File: src/rtl/bfba_pkg.sv
package bfba_pkg;

  // field widths of the command, configuration and result ports
  localparam int CMD_W   = 1;
  localparam int IDX_W   = 4;
  localparam int SIZE_W  = 16;
  localparam int COUNT_W = 5;

  // blocks in use never exceed this many, whatever the table depth
  localparam int SCAN_LIMIT = 16;

  // command codes
  localparam logic [CMD_W-1:0] CMD_LOAD  = 1'b0;
  localparam logic [CMD_W-1:0] CMD_ALLOC = 1'b1;

  // configuration register indexes
  localparam int CFG_IDX_W = 1;
  localparam logic [CFG_IDX_W-1:0] REG_BLOCK_COUNT = 1'b0;
  localparam logic [CFG_IDX_W-1:0] REG_FIT_MODE    = 1'b1;

  // fit modes
  localparam logic MODE_BEST  = 1'b0;
  localparam logic MODE_FIRST = 1'b1;

  localparam logic [COUNT_W-1:0] BLOCK_COUNT_RESET = 5'd16;

endpackage

File: src/rtl/bfba_ram.sv
module bfba_ram #(
  parameter int WIDTH = 16,
  parameter int DEPTH = 16
) (
  input  logic                     clk,
  input  logic                     we,
  input  logic [$clog2(DEPTH)-1:0] waddr,
  input  logic [WIDTH-1:0]         wdata,
  input  logic [$clog2(DEPTH)-1:0] raddr,
  output logic [WIDTH-1:0]         rdata
);

  logic [WIDTH-1:0] mem [DEPTH];

  always_ff @(posedge clk) begin
    if (we) begin
      mem[waddr] <= wdata;
    end
    rdata <= mem[raddr];
  end

endmodule

File: src/rtl/best_fit_block_allocator.sv
// A load transaction is written in the cycle it is taken and gives no result.
// An allocate transaction scans the blocks in use in ST_SCAN, compares the last entry
// read in ST_DRAIN, then writes back in ST_WRITE; busy holds off new commands until idle.
// Throughput is set by the single table read port: one entry scanned per cycle.
// Reset (rst, synchronous): idle, no strobe, block_count = 16, best fit; table
// contents undefined until loaded. The receiver cannot stall: done lasts one cycle.
module best_fit_block_allocator
  import bfba_pkg::*;
#(
  parameter int MAX_BLOCKS = 16,
  parameter int SIZE_BITS  = 16
) (
  input  logic                 clk,
  input  logic                 rst,
  // command side
  input  logic                 start,
  output logic                 busy,
  input  logic [CMD_W-1:0]     command,
  input  logic [IDX_W-1:0]     table_index,
  input  logic [SIZE_W-1:0]    size_value,
  // configuration write port
  input  logic                 cfg_we,
  input  logic [CFG_IDX_W-1:0] cfg_index,
  input  logic [COUNT_W-1:0]   cfg_data,
  // result side
  output logic                 done,
  output logic                 granted,
  output logic [IDX_W-1:0]     chosen_block,
  output logic [SIZE_W-1:0]    size_left
);

  localparam int AW  = $clog2(MAX_BLOCKS);
  // compare width: wide enough for both a table entry and a request
  localparam int CW  = (SIZE_BITS > SIZE_W) ? SIZE_BITS : SIZE_W;
  // cap on blocks in use
  localparam int CAP = (MAX_BLOCKS < SCAN_LIMIT) ? MAX_BLOCKS : SCAN_LIMIT;

  // sequencer states
  localparam logic [1:0] ST_IDLE  = 2'd0;
  localparam logic [1:0] ST_SCAN  = 2'd1;  // issue one table read per cycle
  localparam logic [1:0] ST_DRAIN = 2'd2;  // last read data being compared
  localparam logic [1:0] ST_WRITE = 2'd3;  // write back and present result

  logic [1:0]           state;
  logic [COUNT_W-1:0]   block_count;
  logic                 fit_mode;

  // request being served
  logic [SIZE_W-1:0]    req;
  logic [IDX_W-1:0]     scan_addr;
  logic [IDX_W-1:0]     last_addr;

  // read pipeline: index of the entry whose data is on rd_data
  logic                 rd_valid;
  logic [IDX_W-1:0]     rd_idx;
  logic [SIZE_BITS-1:0] rd_data;

  // running choice
  logic                 found;
  logic [IDX_W-1:0]     pick;
  logic [SIZE_BITS-1:0] pick_val;

  logic [COUNT_W-1:0]   in_use;
  logic [COUNT_W-1:0]   in_use_m1;
  logic                 accept;
  logic                 load_ok;
  logic                 hit;
  logic [CW-1:0]        left_cw;
  logic [SIZE_BITS-1:0] new_val;

  logic                 ram_we;
  logic [AW-1:0]        ram_waddr;
  logic [SIZE_BITS-1:0] ram_wdata;

  assign busy   = (state != ST_IDLE);
  assign accept = start && !busy;

  // blocks in use saturate at the table depth (and at sixteen)
  always_comb begin
    if (block_count > COUNT_W'(CAP)) begin
      in_use = COUNT_W'(CAP);
    end else begin
      in_use = block_count;
    end
  end
  assign in_use_m1 = in_use - COUNT_W'(1);

  // a load beyond the table is dropped
  assign load_ok = (32'(table_index) < MAX_BLOCKS);

  // candidate test on the entry just read: fits, and either the first fit seen or,
  // in best-fit mode, strictly smaller than the current choice (ties keep lowest index)
  assign hit = rd_valid && (CW'(rd_data) >= CW'(req)) &&
               (!found || (fit_mode == MODE_BEST && rd_data < pick_val));

  // remainder after the grant, wrapped to the entry width
  assign left_cw = CW'(pick_val) - CW'(req);
  assign new_val = left_cw[SIZE_BITS-1:0];

  // single write port: loads only while idle, write-back only in ST_WRITE
  always_comb begin
    if (state == ST_WRITE) begin
      ram_we    = found;
      ram_waddr = AW'(pick);
      ram_wdata = new_val;
    end else begin
      ram_we    = accept && (command == CMD_LOAD) && load_ok;
      ram_waddr = AW'(table_index);
      ram_wdata = SIZE_BITS'(size_value);
    end
  end

  bfba_ram #(
    .WIDTH (SIZE_BITS),
    .DEPTH (MAX_BLOCKS)
  ) u_table (
    .clk   (clk),
    .we    (ram_we),
    .waddr (ram_waddr),
    .wdata (ram_wdata),
    .raddr (AW'(scan_addr)),
    .rdata (rd_data)
  );

  always_ff @(posedge clk) begin
    if (rst) begin
      state       <= ST_IDLE;
      done        <= 1'b0;
      rd_valid    <= 1'b0;
      block_count <= BLOCK_COUNT_RESET;
      fit_mode    <= MODE_BEST;
    end else begin
      done     <= 1'b0;
      rd_valid <= 1'b0;

      if (cfg_we) begin
        case (cfg_index)
          REG_BLOCK_COUNT: begin
            block_count <= cfg_data;
          end
          REG_FIT_MODE: begin
            fit_mode <= cfg_data[0];
          end
          default: begin
          end
        endcase
      end

      case (state)
        ST_IDLE: begin
          if (accept && command == CMD_ALLOC) begin
            req       <= size_value;
            found     <= 1'b0;
            pick      <= '0;
            pick_val  <= '0;
            scan_addr <= '0;
            last_addr <= in_use_m1[IDX_W-1:0];
            // nothing in use: straight to a refusal
            if (in_use == '0) begin
              state <= ST_WRITE;
            end else begin
              state <= ST_SCAN;
            end
          end
        end
        ST_SCAN: begin
          rd_valid <= 1'b1;
          rd_idx   <= scan_addr;
          if (scan_addr == last_addr) begin
            state <= ST_DRAIN;
          end else begin
            scan_addr <= scan_addr + IDX_W'(1);
          end
        end
        ST_DRAIN: begin
          state <= ST_WRITE;
        end
        ST_WRITE: begin
          done    <= 1'b1;
          granted <= found;
          if (found) begin
            chosen_block <= pick;
            size_left    <= SIZE_W'(new_val);
          end else begin
            chosen_block <= '0;
            size_left    <= '0;
          end
          state <= ST_IDLE;
        end
        default: begin
          state <= ST_IDLE;
        end
      endcase

      // compare stage, one entry per cycle behind the read
      if (hit) begin
        found    <= 1'b1;
        pick     <= rd_idx;
        pick_val <= rd_data;
      end
    end
  end

endmodule
File: config.mk
export PLATFORM = sky130hd
export DESIGN_NAME = best_fit_block_allocator
export DESIGN_NICKNAME = d
export VERILOG_FILES = /design/src/rtl/bfba_pkg.sv /design/src/rtl/bfba_ram.sv /design/src/rtl/best_fit_block_allocator.sv
export SDC_FILE = /design/constraint.sdc
export NUM_CORES = 1
export LEC_CHECK = 0
export BUFFER_PORTS_ARGS = -buffer_cell sky130_fd_sc_hd__buf_2
export CAP_MARGIN = 20
export CORE_AREA = 5 5 188 145
export CTS_CLUSTER_DIAMETER = 50
export DETAILED_ROUTE_END_ITERATION = 8
export DIE_AREA = 0 0 193 150
export PLACE_DENSITY = 0.73
export SETUP_SLACK_MARGIN = 0.5
export SLEW_MARGIN = 10
export SYNTH_ARGS = -nofsm -noshare
export SYNTH_HDL_FRONTEND = slang
export SYNTH_SLANG_ARGS = --single-unit
File: constraint.sdc
create_clock -name clk -period 4.5 [get_ports clk]
set_clock_uncertainty 0.2 [all_clocks]
set_input_delay 0.9 -clock clk [delete_from_list [all_inputs] [get_ports clk]]
set_output_delay 0.9 -clock clk [all_outputs]
set_load 0.03 [all_outputs]
# [After elaboration in Yosys (flattened, before gate mapping)]
# Memory sizes are Yosys's and may differ from the RTL's. A register that Yosys moved wholly into a read port is not among the register bits.
# Cells that the tools add are included.
[op_classes] addsub=3 order_cmp=3 eq_ne=7 mux=22 n_bitwise=4 reduce_logical=23
[ops] operator="2-to-1 mux 16 bit" n=4
[ops] operator="2-to-1 mux 4 bit" n=5
[ops] operator="greater-or-equal comparator 16 bit" n=1
[ops] operator="less-than comparator 16 bit" n=1
[ops] operator="subtractor 16 bit" n=1
[ops] operator="AND reduction 2 bit" n=5
[ops] operator="case mux 2 bit (4 select lines)" n=1
[ops] operator="case mux 4 bit (2 select lines)" n=1
[ops] operator="nonzero test 2 bit" n=4
[ops] operator="2-to-1 mux 1 bit" n=7
[ops] operator="logical AND 1 bit" n=6
[ops] operator="2-to-1 mux 2 bit" n=3
[ops] operator="inequality test 2 bit (second input constant)" n=3
[ops] operator="AND reduction 3 bit" n=2
[ops] operator="> comparator 5 bit (second input constant)" n=1
[ops] operator="zero test 5 bit" n=1
[ops] operator="2-to-1 mux 5 bit" n=1
[ops] operator="adder 4 x 1 -> 4 bit (second input constant)" n=1
[ops] operator="== test 2 bit (second input constant)" n=2
[ops] operator="== test 4 bit" n=1
[ops] operator="inverter 1 bit" n=4
[ops] operator="AND reduction 4 bit" n=1
[ops] operator="subtractor 4 x 1 -> 4 bit (second input constant)" n=1
[ops] operator="== test 2 x 1 -> 1 bit (second input constant)" n=1
[ops] operator="other kinds (3)" n=4
[word_totals] reg_bits=80 ram_bits=256 in_bits=31 out_inout_bits=23 word_cells=78 mem_count=1
[memory_table] name="u_table.mem" depth=16 width=16 rd=1 rd_ports_with_merged_regs=1 write_ports=1 line_no="bfba_ram.sv:13" rtl="logic [WIDTH-1:0] mem [DEPTH];"

# [Depth between registers and ports, before layout]
# Gate-level depths: netlist of run 1.
[logic_depth] depth_word=7 mapped_depth=9 depth_no_buf=9

# [Hierarchy]
# Synthesis of run 1 repeated with hierarchy kept, for this count alone.
[unflattened] hier_cells=863 hier_area_um2=14866.8
[modules_own_cells] mod="bfba_ram" instances=1 cells_per_inst=432 area_per_inst_um2=10043.4 seq_area_each_um2=8007.7
[modules_own_cells] mod="best_fit_block_allocator" instances=1 cells_per_inst=431 area_per_inst_um2=4823.4 seq_area_each_um2=2302.2

# [Least setup slack after synthesis of run 1]
# Ideal clock, no wire load.
[synth_path] path_kind="input-to-reg" start="input port start" end="register found, enable pin" setup_ns=0.358 arrival_time_ns=3.097 required_ns=3.942 setup_slack_ns=0.844 cell_stages=3 n_path_buf=0 cell_sequence="nand2_1 nor3b_1 o21ba_2"
[synth_via] elab_chain_len=4
[synth_rtl] item="from (decl)" line_no="best_fit_block_allocator.sv:16" rtl="input logic start,"
[synth_rtl] item="logical AND 1 bit" line_no="best_fit_block_allocator.sv:76" rtl="assign accept = start && !busy;"
[synth_rtl] item="logical AND 1 bit" line_no="best_fit_block_allocator.sv:151" rtl="if (accept && command == CMD_ALLOC) begin"
[synth_rtl] item="nonzero test 2 bit (no source line)"
[synth_rtl] item="AND reduction 3 bit (no source line)"
[synth_rtl] item="to (signal assigned)" line_no="best_fit_block_allocator.sv:153" rtl="found <= 1'b0;"
[synth_rtl] item="to (signal assigned)" line_no="best_fit_block_allocator.sv:197" rtl="found <= 1'b1;"
[synth_rtl] item="to (decl)" line_no="best_fit_block_allocator.sv:59" rtl="logic found;"
# No other way between the ends.
# A chain may end at the register's enable or synchronous reset.

# [Worst setup path after layout of run 1]
[layout_path] start="register pick_val[0]" end="memory u_table.mem[13][12], data pin"
[layout_via] elab_chain_len=2
[layout_rtl] item="from (decl)" line_no="best_fit_block_allocator.sv:61" rtl="logic [SIZE_BITS-1:0] pick_val;"
[layout_rtl] item="from (signal assigned)" line_no="best_fit_block_allocator.sv:199" rtl="pick_val <= rd_data;"
[layout_rtl] item="subtractor 16 bit" line_no="best_fit_block_allocator.sv:97" rtl="assign left_cw = CW'(pick_val) - CW'(req);"
[layout_rtl] item="2-to-1 mux 16 bit" line_no="best_fit_block_allocator.sv:102" rtl="if (state == ST_WRITE) begin"
[layout_rtl] item="named net ram_wdata[12]" line_no="best_fit_block_allocator.sv:73" rtl="logic [SIZE_BITS-1:0] ram_wdata;"
[layout_rtl] item="to (decl)" line_no="bfba_ram.sv:13"
# The timed path passes the listed nets, and every way through them passes these cells.

==> run_results.csv, run 1 <==
group,metric,value,unit
finish,n_antenna_cell,0,
synth,syn_nets,923,
worst_setup_path,worstSetupEndpointType,"register",
global_route,grt_start_max_net_pins,68,
synth,synthArstFlopShare,0,%
timing,hold_viol,0,
timing,setup_viol,0,
flow_run,max_cap_viol_count,0,
timing,fin_tns_setup,0,ns
synth,synth_edf_count,326,
timing,slew_violations,0,
route,first_pass_iters,5,
placement,place_area,15620,um^2
clock_tree,clockRootBuffer,"clkbuf_16",
floorplanning,fp-row-count,51,
floorplanning,dieArea,28950,um^2
route,drt_wl_total,33040,um
route,avgViaCountPerCell,6.194,
synth,ys_ff_latch,352,
route,route.detailed.drc,0,
placement,port_buffers,53,
global_route,grt_pass1_vias,8208,
worst_setup_path,timing.critical_path.from,"pick_val[0]$_SDFFCE_PN0P_",
floorplanning,fp.coreArea,25330,um^2
clock_tree,cts_sinks,352,
power_and_ir_drop,vdd_ir_drop_max,0.3758,mV
power_and_ir_drop,p_leak,5.824,nW
clock_tree,cts.hold.buffers_added,0,
floorplanning,die_x,193,um
synth,synth_warnings,0,
finish,drive_gt1_share,24.21,%
placement,dp_hpwl,20730,um
floorplanning,start_util,58.64,%
worst_setup_path,crit_fanout,16,
route,via_count,8015,
clock_tree,clk_path_buf_depth,3,
finish,nets,1011,
synth,avgSynthCellArea,17.70,um^2
floorplanning,die_h,150,um
timing,grt_setup_unrepaired,"no",
finish,area_delta_synth_final,12.43,%
clock_tree,path_clk_slew,0.07,ns
route,detail-route-antenna-nets,0,
clock_tree,cts_tree,"done",
clock_tree,cts_max_level,2,
worst_setup_path,crit_required,4.47,ns
clock_tree,cts_setup_buffers,0,
timing,max-slew-margin-rel,32.90,%
global_route,grt_use_total,23.43,%
finish,final_area,16700,um^2
clock_tree,ctsResizeCount,0,
global_route,grt_pass1_wl,49610,um
status,status,"completed",
timing,clock.fmax,0.2724,GHz
synth,postSynthCellCount,839,
global_route,grt_remaining_overflow,0,
synth,ys_seq_area_share,69.41,%
global_route,antenna_found_initial,0,
route,detail_route.iter0.violations,752,
worst_hold_path,min_path_type,"register to register",
synth,syn_area,14850,um^2
floorplanning,ios,54,
worst_hold_path,hp-start,"rd_idx[3]$_DFFE_PP_",
worst_setup_path,crit_type,"register to register",
timing,tightest_slew,1.006,ns
worst_setup_path,r2r-start,"pick_val[0]$_SDFFCE_PN0P_",
placement,finalWeightedCongestion,0.9223,
clock_tree,insertion_delay,0.52,ns
worst_setup_path,cp.arrival,3.64,ns
timing,fin_crit,3.671,ns
worst_setup_path,critPathLaunchType,"register",
synth,ys_types,59,
clock_tree,tritoncts.num_buffers,35,
power_and_ir_drop,power.density,495.0,nW/um^2
route,post_drt_wl_per_cell,25.53,um
timing,finalCritPeriodShare,81.57,%
synth,synth-main-ff-cell,"edfxtp_1",
-- worst max-delay path, cell delays in order (launching register included) --
cell and delay [ns]:
edfxtp_1 0.39, inv_1 0.08, ha_1 0.19, fa_1 0.26
nor2b_1 0.09, o31ai_1 0.52, a21oi_1 0.25, o41ai_2 0.36
xor2_1 0.15, a21oi_1 0.82
-- registers in the layout (all words and copies together) (netlist names) --
signal and cells:
state 2, scan_addr 4, u_table.rdata 16, size_left 16, pick 4, chosen_block 4
block_count 5, last_addr 4, fit_mode 1, granted 1, rd_idx 4, done 1
found 1, u_table.mem 256, pick_val 16, rd_valid 1, req 16
-- layout make-up --
| type | instances | area (um^2) |
|---|---|---|
| timing repair buffer | 81 | 495.5 |
| clock inverter | 12 | 88.84 |
| tap | 344 | 430.4 |
| inverter | 44 | 165.2 |
| fill | 1678 | 8632 |
| multi-input combinational | 413 | 4235 |
| clock buffer | 48 | 975.9 |
| sequential | 352 | 10310 |
-- per-layer routing --
metal | vias up | wire length (um) | share of wire (%) | global-route usage [%]
li1 | 3467 | - | - | -
met1 | 4081 | 13680 | 41 | 34.64
met2 | 409 | 16100 | 49 | 37.50
met3 | 58 | 2592 | 7.8 | 3.918
met4 | 0 | 668 | 2.0 | 5.237
met5 | - | 0 | 0 | 0
-- Yosys cell counts (all sizes together) (8+ instances only) --
cell    instances  area, um^2
clkbuf         19       72.56
and2           37       232.7
a21oi          30       153.9
nor2b          12       75.07
o21ai          12       60.06
nor2           44       165.2
inv            43       161.4
edfxtp        326        9789
buf            11       78.82
xnor2          13       113.9
dfxtp          26       520.5
mux4           80        1802
nand2          29       108.9
nor3            8       40.04
mux2           11       127.6
ha             52       650.6
-- layout by cell type, fill, tap and decap left out, types with 6 or more instances in the layout --
cell type	n
a21oi_1	29
and2_1	36
buf_2	53
buf_4	26
clkbuf_1	9
clkbuf_16	36
dfxtp_1	26
edfxtp_1	326
ha_1	52
inv_1	43
mux2_2	10
mux4_2	80
nand2_1	29
nand2b_1	6
nand3_1	7
nor2_1	43
nor2b_1	12
nor3_1	8
o21ai_0	12
xnor2_1	13
xor2_1	7
-- through the flow --
stage                     hold slack (ns)  cells  setup slack (ns)  total power, mW  utilization (%)
after floorplan                    0.2206    839            0.8442            5.087                -
after global placement             0.3050   1233             1.192            5.521            61.66
after detailed placement           0.3143   1233            0.9416            5.581            61.66
after CTS                          0.3243   1293            0.9214            8.304            65.87
after global routing               0.3438   1294            0.5395            8.599            65.93
final                              0.3224   1294            0.8292            8.267            65.93
-- power by group --
group	internal [mW]	switching (mW)	total [mW]
sequential	3.80	0.136	3.93
clock	1.53	1.20	2.73
combinational	0.716	0.889	1.60
total	6.04	2.22	8.27
-- cell families after synthesis --
kind of cell | count (synthesis) | share of synthesized area, %
AO/OA/AOI/OAI | 88 | 4.178
buffers and inverters | 74 | 2.131
multiplexers | 96 | 13.33
adder cells (fa/ha/maj) | 53 | 4.515
XOR/XNOR | 20 | 1.179
AND/OR/NAND/NOR | 156 | 5.265
flip-flops | 352 | 69.41
-- path summary, 6_finish.rpt --
path / to / slack, ns / cells past startpoint
setup / recovery: u_table.mem[13][12]$_DFFE_PP_ / 0.83 / 9
hold / removal: pick[3]$_SDFFCE_PN0P_ / 0.32 / 1
setup reg to reg: u_table.mem[13][12]$_DFFE_PP_ / 0.83 / 9
hold reg to reg: pick[3]$_SDFFCE_PN0P_ / 0.32 / 1
No activity file was read; power rests on OpenSTA's default activity.
==> inputs of run 2 (changes only) <==
- ABC_AREA: default -> 1
- CORE_AREA: 5 5 188 145 -> 5 5 193 148
- DIE_AREA: 0 0 193 150 -> 0 0 198 153
- clock period: 4.5 -> 3.5 ns (I/O delays scaled with it)
==> run 2 against run 1 <==
Against the previous run:
- final area rose by 5.4%
- synthesized area rose by 5.2%
- die area rose by 4.6%
- utilization rose by 0.36 points
- total power rose by 34%
- critical path type unchanged
- critical endpoint is now u_table.mem[4][8]$_DFFE_PP_
- sequential cell count did not move
- sequential share of layout area fell by 3.1 points
==> run_results.csv, run 2 <==
group,metric,value,unit
status,status,"completed",
synth,syn_area,15630,um^2
global_route,grt_use_total,23.78,%
synth,ys_ff_latch,352,
placement,dp_hpwl,22580,um
worst_setup_path,reg2reg_to,"u_table.mem[4][8]$_DFFE_PP_",
route,post_drt_wl_per_cell,20.59,um
finish,drive_gt1_share,14.97,%
synth,syn_nets,1368,
synth,ys_types,39,
finish,final_area,17600,um^2
worst_setup_path,cpLargestDelayFamily,"simple AND/OR/NAND/NOR gates",
timing,slew_violations,0,
power_and_ir_drop,power.density,629.4,nW/um^2
floorplanning,die_x,198,um
worst_hold_path,hp-start,"size_value[12]",
route,avgViaCountPerCell,5.747,
worst_hold_path,min_path_type,"input pin to register",
finish,nets,1447,
global_route,grt_pass1_wl,55440,um
worst_setup_path,crit_fanout,16,
power_and_ir_drop,switching_share,29.01,%
worst_setup_path,cp_cell_sequence,"ha_1 -> fa_1 -> inv_1 -> nand3_1 -> nand2_1 -> a21boi_2 -> o21ai_1 -> or2_1 -> nand3_1 -> nand2_1",
clock_tree,tritoncts.num_buffers,36,
synth,yosys.area_share.simple,7.759,%
route,drt_wl_total,35820,um
clock_tree,cts.hold.buffers_added,0,
power_and_ir_drop,p_clk_share,34.0,%
global_route,grt_remaining_overflow,0,
synth,synthAdderAreaFrac,4.292,%
power_and_ir_drop,p_leak,6.911,nW
worst_setup_path,critPathMaxStageDelay,0.44,ns
synth,synth.most_common_cell,"edfxtp_1",
global_route,antenna_found_initial,0,
finish,layout_common_cells,"edfxtp_1, inv_1, nand2_1",
timing,clock.fmax,0.3534,GHz
worst_setup_path,crit_type,"register to register",
finish,area_delta_synth_final,12.60,%
route,via_count,10000,
clock_tree,cts_max_level,2,
timing,grt_setup_unrepaired,"no",
finish,final.fill_count,1915,
worst_setup_path,cp.arrival,2.86,ns
worst_setup_path,cp_slowest_cell,"fa_1",
route,route.detailed.drc,0,
finish,seq_area,10310,um^2
route,first_pass_iters,7,
clock_tree,clk_path_buf_depth,3,
worst_setup_path,worstSetupEndpointType,"register",
timing,setup_viol,0,
power_and_ir_drop,power.switching,3.212,mW
route,detail-route-antenna-nets,0,
worst_setup_path,r2r_cells,10,
worst_setup_path,cp.buffers_inverters,1,
timing,tightest_slew,0.7561,ns
synth,synth_warnings,0,
global_route,grt_start_max_net_pins,99,
synth,synth_xor_area_share,0.8968,%
synth,synth-main-ff-cell,"edfxtp_1",
finish,largest_reg_flops,256,
timing,postLayoutSetupSlackWorst,0.6699,ns
floorplanning,fp.coreArea,26550,um^2
finish,final_cells,1740,
synth,synth_top_area_share,62.65,%
power_and_ir_drop,intPower,7.862,mW
placement,place_area,16440,um^2
synth,synth_edf_count,326,
clock_tree,path_clk_slew,0.06,ns
clock_tree,insertion_delay,0.51,ns
power_and_ir_drop,pwr-share-comb,20.5,%
worst_setup_path,crit_required,3.53,ns
floorplanning,die_h,153,um
floorplanning,fp-row-count,52,
placement,post-place-cells,1676,
placement,port_buffers,53,
synth,ys_seq_area_share,65.98,%
route,detail_route.iter0.violations,935,
synth,synth_compound_area_share,10.87,%
timing,hold_viol,0,
clock_tree,cts_tree,"done",
clock_tree,cts_sinks,352,
placement,finalWeightedCongestion,0.8857,
finish,final_common_cell,"edfxtp_1",
worst_setup_path,r2r-start,"req[0]$_DFFE_PP_",
finish,multiInputGateArea,4410,um^2
timing,finalCritPeriodShare,80.86,%
finish,n_antenna_cell,0,
worst_hold_path,hold_depth,1,
floorplanning,dieArea,30290,um^2
placement,post-place-ws,0.3748,ns
worst_hold_path,hold_end,"req[12]$_DFFE_PP_",
timing,fin_crit,2.830,ns
synth,avgSynthCellArea,12.17,um^2
synth,synth_top_family_by_area,"compound AO/OA/AOI/OAI gates",
floorplanning,ios,54,
clock_tree,clockRootBuffer,"clkbuf_16",
worst_setup_path,critPathLaunchType,"register",
synth,postSynthCellCount,1284,
synth,synth.area.top_cells,"edfxtp_1, ha_1, mux2i_1",
power_and_ir_drop,vdd_ir_drop_max,0.4265,mV
finish,top_register,"u_table.mem",
worst_setup_path,r2r_slack,0.67,ns
synth,synthArstFlopShare,0,%
synth,synthMuxAreaShare,4.100,%
global_route,grt_pass1_vias,9716,
timing,fin_tns_setup,0,ns
power_and_ir_drop,power_frac_seq,45.5,%
flow_run,max_cap_viol_count,0,
synth,synth_commonest_cells,"edfxtp_1, inv_1, nand2_1, nor2_1",
floorplanning,start_util,58.87,%
synth,yosys.area.top_type,"edfxtp_1",
timing,max-slew-margin-rel,49.28,%
[run 2: changes by cell type after synthesis, sizes merged, moves of 11 or more]
cell	change
and2	-36
mux2	-11
buf	+15
nor2b	-12
mux2i	+59
nor2	+46
nand3	+37
nand2	+119
o211ai	+64
a21oi	+60
mux4	-80
o21ai	+99
inv	+123
[run 2: final cells by class]
cell class                 instances  share of cell area, %
multi-input combinational        709                  25.07
sequential                       352                  58.59
inverter                         171                  3.648
clock inverter                    12                 0.8604
timing repair buffer              93                  3.641
clock buffer                      52                  5.696
tap                              351                  2.496
[run 2: worst max-delay path by stage]
| stage | from | end | slack [ns] | cells past startpoint |
|---|---|---|---|---|
| 2_1_floorplan | req[0]$_DFFE_PP_ | u_table.mem[0][6]$_DFFE_PP_ | 0.78 | 8 |
| 3_3_place_gp | req[0]$_DFFE_PP_ | u_table.mem[1][12]$_DFFE_PP_ | 0.50 | 9 |
| 3_5_place_dp | req[0]$_DFFE_PP_ | u_table.mem[2][12]$_DFFE_PP_ | 0.37 | 9 |
| 4_1_cts | req[0]$_DFFE_PP_ | u_table.mem[11][14]$_DFFE_PP_ | 0.64 | 11 |
| 5_1_grt | req[0]$_DFFE_PP_ | u_table.mem[12][8]$_DFFE_PP_ | 0.51 | 10 |
| 6_report | req[0]$_DFFE_PP_ | u_table.mem[4][8]$_DFFE_PP_ | 0.67 | 10 |
[run 2: kinds of logic after synthesis]
| family | after synthesis |
|---|---|
| multiplexers | 64 |
| AO/OA/AOI/OAI | 277 |
| flip-flops | 352 |
| XOR/XNOR | 16 |
| buffers and inverters | 223 |
| adder cells (fa/ha/maj) | 53 |
| AND/OR/NAND/NOR | 299 |
[run 2: power groups by stage]
stage	logic (mW)	clock network [mW]	registers, mW
2_1_floorplan	1.67	0	5.05
3_3_place_gp	2.18	0	5.12
3_5_place_dp	2.24	0	5.12
4_1_cts	2.26	3.83	5.03
5_1_grt	2.54	4.04	5.06
6_report	2.27	3.77	5.04
[run 2: metal layers]
metal / vias to the layer above / GRT usage [%] / part of all wire [%]
met3: 48 / 5.590 / 8.6
li1: 4692 / - / -
met4: 0 / 5.310 / 1.5
met5: - / 0 / 0
met2: 390 / 37.41 / 47
met1: 4870 / 34.24 / 43
[run 2: what timing repair did]
item / 4_1_cts / 5_1_grt
pin swaps: 0 / 0
hold endpoints to repair: 0 / 0
gates resized for setup: 1 / 1
setup buffers: 0 / 0
endpoints found under the setup margin: 16 / 16
[run 2: stage by stage]
stage,util (%),power [mW],hold slack [ns]
floorplan,-,6.721,0.2206
global placement,61.92,7.292,0.2901
detailed placement,61.92,7.367,0.3050
CTS,66.28,11.13,0.1683
global route,66.28,11.64,0.1740
finish,66.28,11.07,0.1849
==> inputs of run 3 (changes only) <==
- ABC_AREA: 1 -> 0
- CORE_AREA: 5 5 193 148 -> 5 5 195 150
- DIE_AREA: 0 0 198 153 -> 0 0 200 155
- PLACE_DENSITY: 0.73 -> 0.71
- clock period: 3.5 -> 2.35 ns (I/O delays scaled with it)
==> run 3 against run 2 <==
Against the previous run:
- the run now ends with negative setup slack left
- fmax is 3.0% higher
- cell count decreased by 15%
- total power up 59%
- global-route usage rose by 1.8 points
- non-clock buffer count rose by 151
- first-iteration DRC count is 1.4% higher
- clock power is 40% higher
- worst hold slack lost 0.17 ns
- critical endpoint is now u_table.mem[4][14]$_DFFE_PP_
==> run_results.csv, run 3 (synthesis gave the netlist of run 1 again) <==
group,metric,value,unit
timing,fin_crit,2.747,ns
global_route,grt_start_max_net_pins,31,
route,drt_wl_total,42660,um
route,first_pass_iters,5,
power_and_ir_drop,power_frac_seq,43.1,%
clock_tree,tritoncts.num_buffers,36,
finish,area_delta_synth_final,34.75,%
finish,nets,1185,
placement,dp_hpwl,22120,um
power_and_ir_drop,p_clk_share,29.9,%
worst_setup_path,crit_fanout,8,
timing,holdWs,0.01723,ns
floorplanning,dieArea,31000,um^2
worst_setup_path,crit_required,2.42,ns
clock_tree,cts_sinks,352,
clock_tree,cts_tree,"done",
timing,slew_violations,0,
status,failed_checks,"negative setup slack",
finish,final_common_cell,"edfxtp_1",
global_route,grt_pass1_vias,9138,
power_and_ir_drop,power.density,881.7,nW/um^2
timing,clock.fmax,0.3640,GHz
route,post_drt_wl_per_cell,28.80,um
clock_tree,clockRootBuffer,"clkbuf_16",
route,detail-route-antenna-nets,0,
worst_setup_path,cp.arrival,2.82,ns
route,avgViaCountPerCell,6.194,
placement,port_buffers,53,
flow_run,max_cap_viol_count,0,
worst_setup_path,cp_slowest_cell,"edfxtp_1",
route,route.detailed.drc,0,
floorplanning,ios,54,
floorplanning,fp-row-count,53,
finish,n_antenna_cell,0,
power_and_ir_drop,intPower,12.65,mW
route,via_count,9174,
power_and_ir_drop,vdd_ir_drop_max,0.6820,mV
finish,layout_common_cells,"edfxtp_1, buf_4, mux4_2",
finish,drive_gt1_share,46.17,%
timing,finalCritPeriodShare,116.9,%
clock_tree,path_clk_slew,0.06,ns
floorplanning,start_util,54.37,%
power_and_ir_drop,power.switching,4.996,mW
global_route,grt_pass1_wl,57850,um
worst_hold_path,min_path_type,"input pin to register",
clock_tree,clk_path_buf_depth,3,
timing,grt_setup_unrepaired,"yes",
worst_setup_path,worstSetupEndpointType,"register",
floorplanning,die_h,155,um
floorplanning,fp.coreArea,27320,um^2
worst_setup_path,critPathLaunchType,"register",
finish,top_register,"u_table.mem",
timing,setup_viol,253,
worst_setup_path,crit_type,"register to register",
global_route,antenna_found_initial,0,
clock_tree,insertion_delay,0.53,ns
placement,finalWeightedCongestion,0.8489,
power_and_ir_drop,finalPower,17.65,mW
finish,largest_reg_flops,256,
power_and_ir_drop,p_leak,7.152,nW
route,detail_route.iter0.violations,948,
power_and_ir_drop,switching_share,28.31,%
worst_setup_path,cp_cell_sequence,"ha_4 -> fa_2 -> nor2b_4 -> o31ai_2 -> buf_4 -> a21oi_4 -> buf_6 -> o21ai_4 -> a21oi_4 -> o31ai_4 -> buf_4 -> buf_12",
timing,tightest_slew,0.6649,ns
status,status,"complete, but fails checks",
power_and_ir_drop,pwr-share-comb,27.0,%
global_route,grt_use_total,25.61,%
global_route,grt_remaining_overflow,0,
clock_tree,cts_max_level,2,
timing,hold_viol,0,
timing,postLayoutSetupSlackWorst,-0.3973,ns
worst_setup_path,critPathMaxStageDelay,0.44,ns
timing,max-slew-margin-rel,55.67,%
floorplanning,die_x,200,um
-- run 3: cell types whose count changed in the layout (fill, tap and decap cells not counted), sizes merged, moves of 11 or more --
cell / previous run / this run
nor2: 90 / 44
mux2i: 64 / 5
and2: 1 / 37
dlygate4sd3: 0 / 11
buf: 93 / 224
o211ai: 66 / 2
o21ai: 111 / 12
inv: 168 / 45
nand2: 148 / 29
nor2b: 0 / 12
mux4: 0 / 80
a21oi: 90 / 30
nand3: 44 / 7
mux2: 0 / 21
-- run 3: worst paths after layout --
| path | from | end | slack [ns] | depth (start not counted) |
|---|---|---|---|---|
| worst max-delay path | req[0]$_DFFE_PP_ | u_table.mem[4][14]$_DFFE_PP_ | -0.40 | 12 |
| worst min-delay path | size_value[10] | req[10]$_DFFE_PP_ | 0.02 | 1 |
| worst max register to register | req[0]$_DFFE_PP_ | u_table.mem[4][14]$_DFFE_PP_ | -0.40 | 12 |
| worst min register to register | block_count[0]$_SDFFE_PP0P_ | last_addr[0]$_DFFE_PP_ | 0.32 | 1 |
-- run 3: power groups by stage --
stage	combinational (mW)	sequential, mW	clock (mW)
floorplan	2.36	7.55	0
global placement	3.50	7.68	0
detailed placement	3.55	7.69	0
CTS	4.15	7.57	5.31
global route	5.02	7.62	5.63
finish	4.76	7.61	5.28
-- run 3: area by class of cell --
cell class | count | area [um^2]
flip-flops and latches | 352 | 10320
inverters | 44 | 185.2
fillers | 1515 | 7306
multi-input cells | 423 | 5403
clock buffers | 52 | 991.0
repair buffers | 244 | 2606
well taps | 357 | 446.7
clock inverters | 9 | 65.06
-- run 3: metrics by stage --
| step | setup TNS, ns | utilization, % | setup WS (ns) | std cells | instance area (um^2) |
|---|---|---|---|---|---|
| 6_report | -66.53 | 73.26 | -0.3973 | 1481 | 20020 |
| 5_1_grt | -79.61 | 73.26 | -0.4706 | 1481 | 20020 |
| 4_1_cts | -44.22 | 70.58 | -0.3131 | 1446 | 19280 |
| 3_5_place_dp | -60.61 | 62.39 | -0.4547 | 1327 | 17050 |
| 3_3_place_gp | -50.34 | 62.39 | -0.3816 | 1327 | 17050 |
| 2_1_floorplan | -2.468 | - | -0.06689 | 839 | 15340 |
-- run 3: repair_timing --
item,CTS,global route
cloned,15,9
pin swaps,36,32
endpoints found under the hold margin,10,1
setup endpoints to repair,606,608
buffers inserted,33,25
gates resized for setup,116,67
hold buffers,10,1
-- run 3: metal layers --
layer | up-vias | GRT usage [%] | wire length (um)
met5 | - | 0 | 0
met4 | 0 | 7.889 | 1549
met3 | 98 | 5.434 | 3711
met2 | 485 | 40.69 | 21010
met1 | 4728 | 36.18 | 16390
li1 | 3863 | - | -
-- run 3: worst max-delay path, delay by kind of cell, from the launching register on --
| family | cells | cell delay [ns] |
|---|---|---|
| AND/OR/NAND/NOR | 1 | 0.16 |
| AO/OA/AOI/OAI | 5 | 0.58 |
| buffers and inverters | 4 | 0.56 |
| adder cells (fa/ha/maj) | 2 | 0.57 |
| flip-flops | 1 | 0.44 |
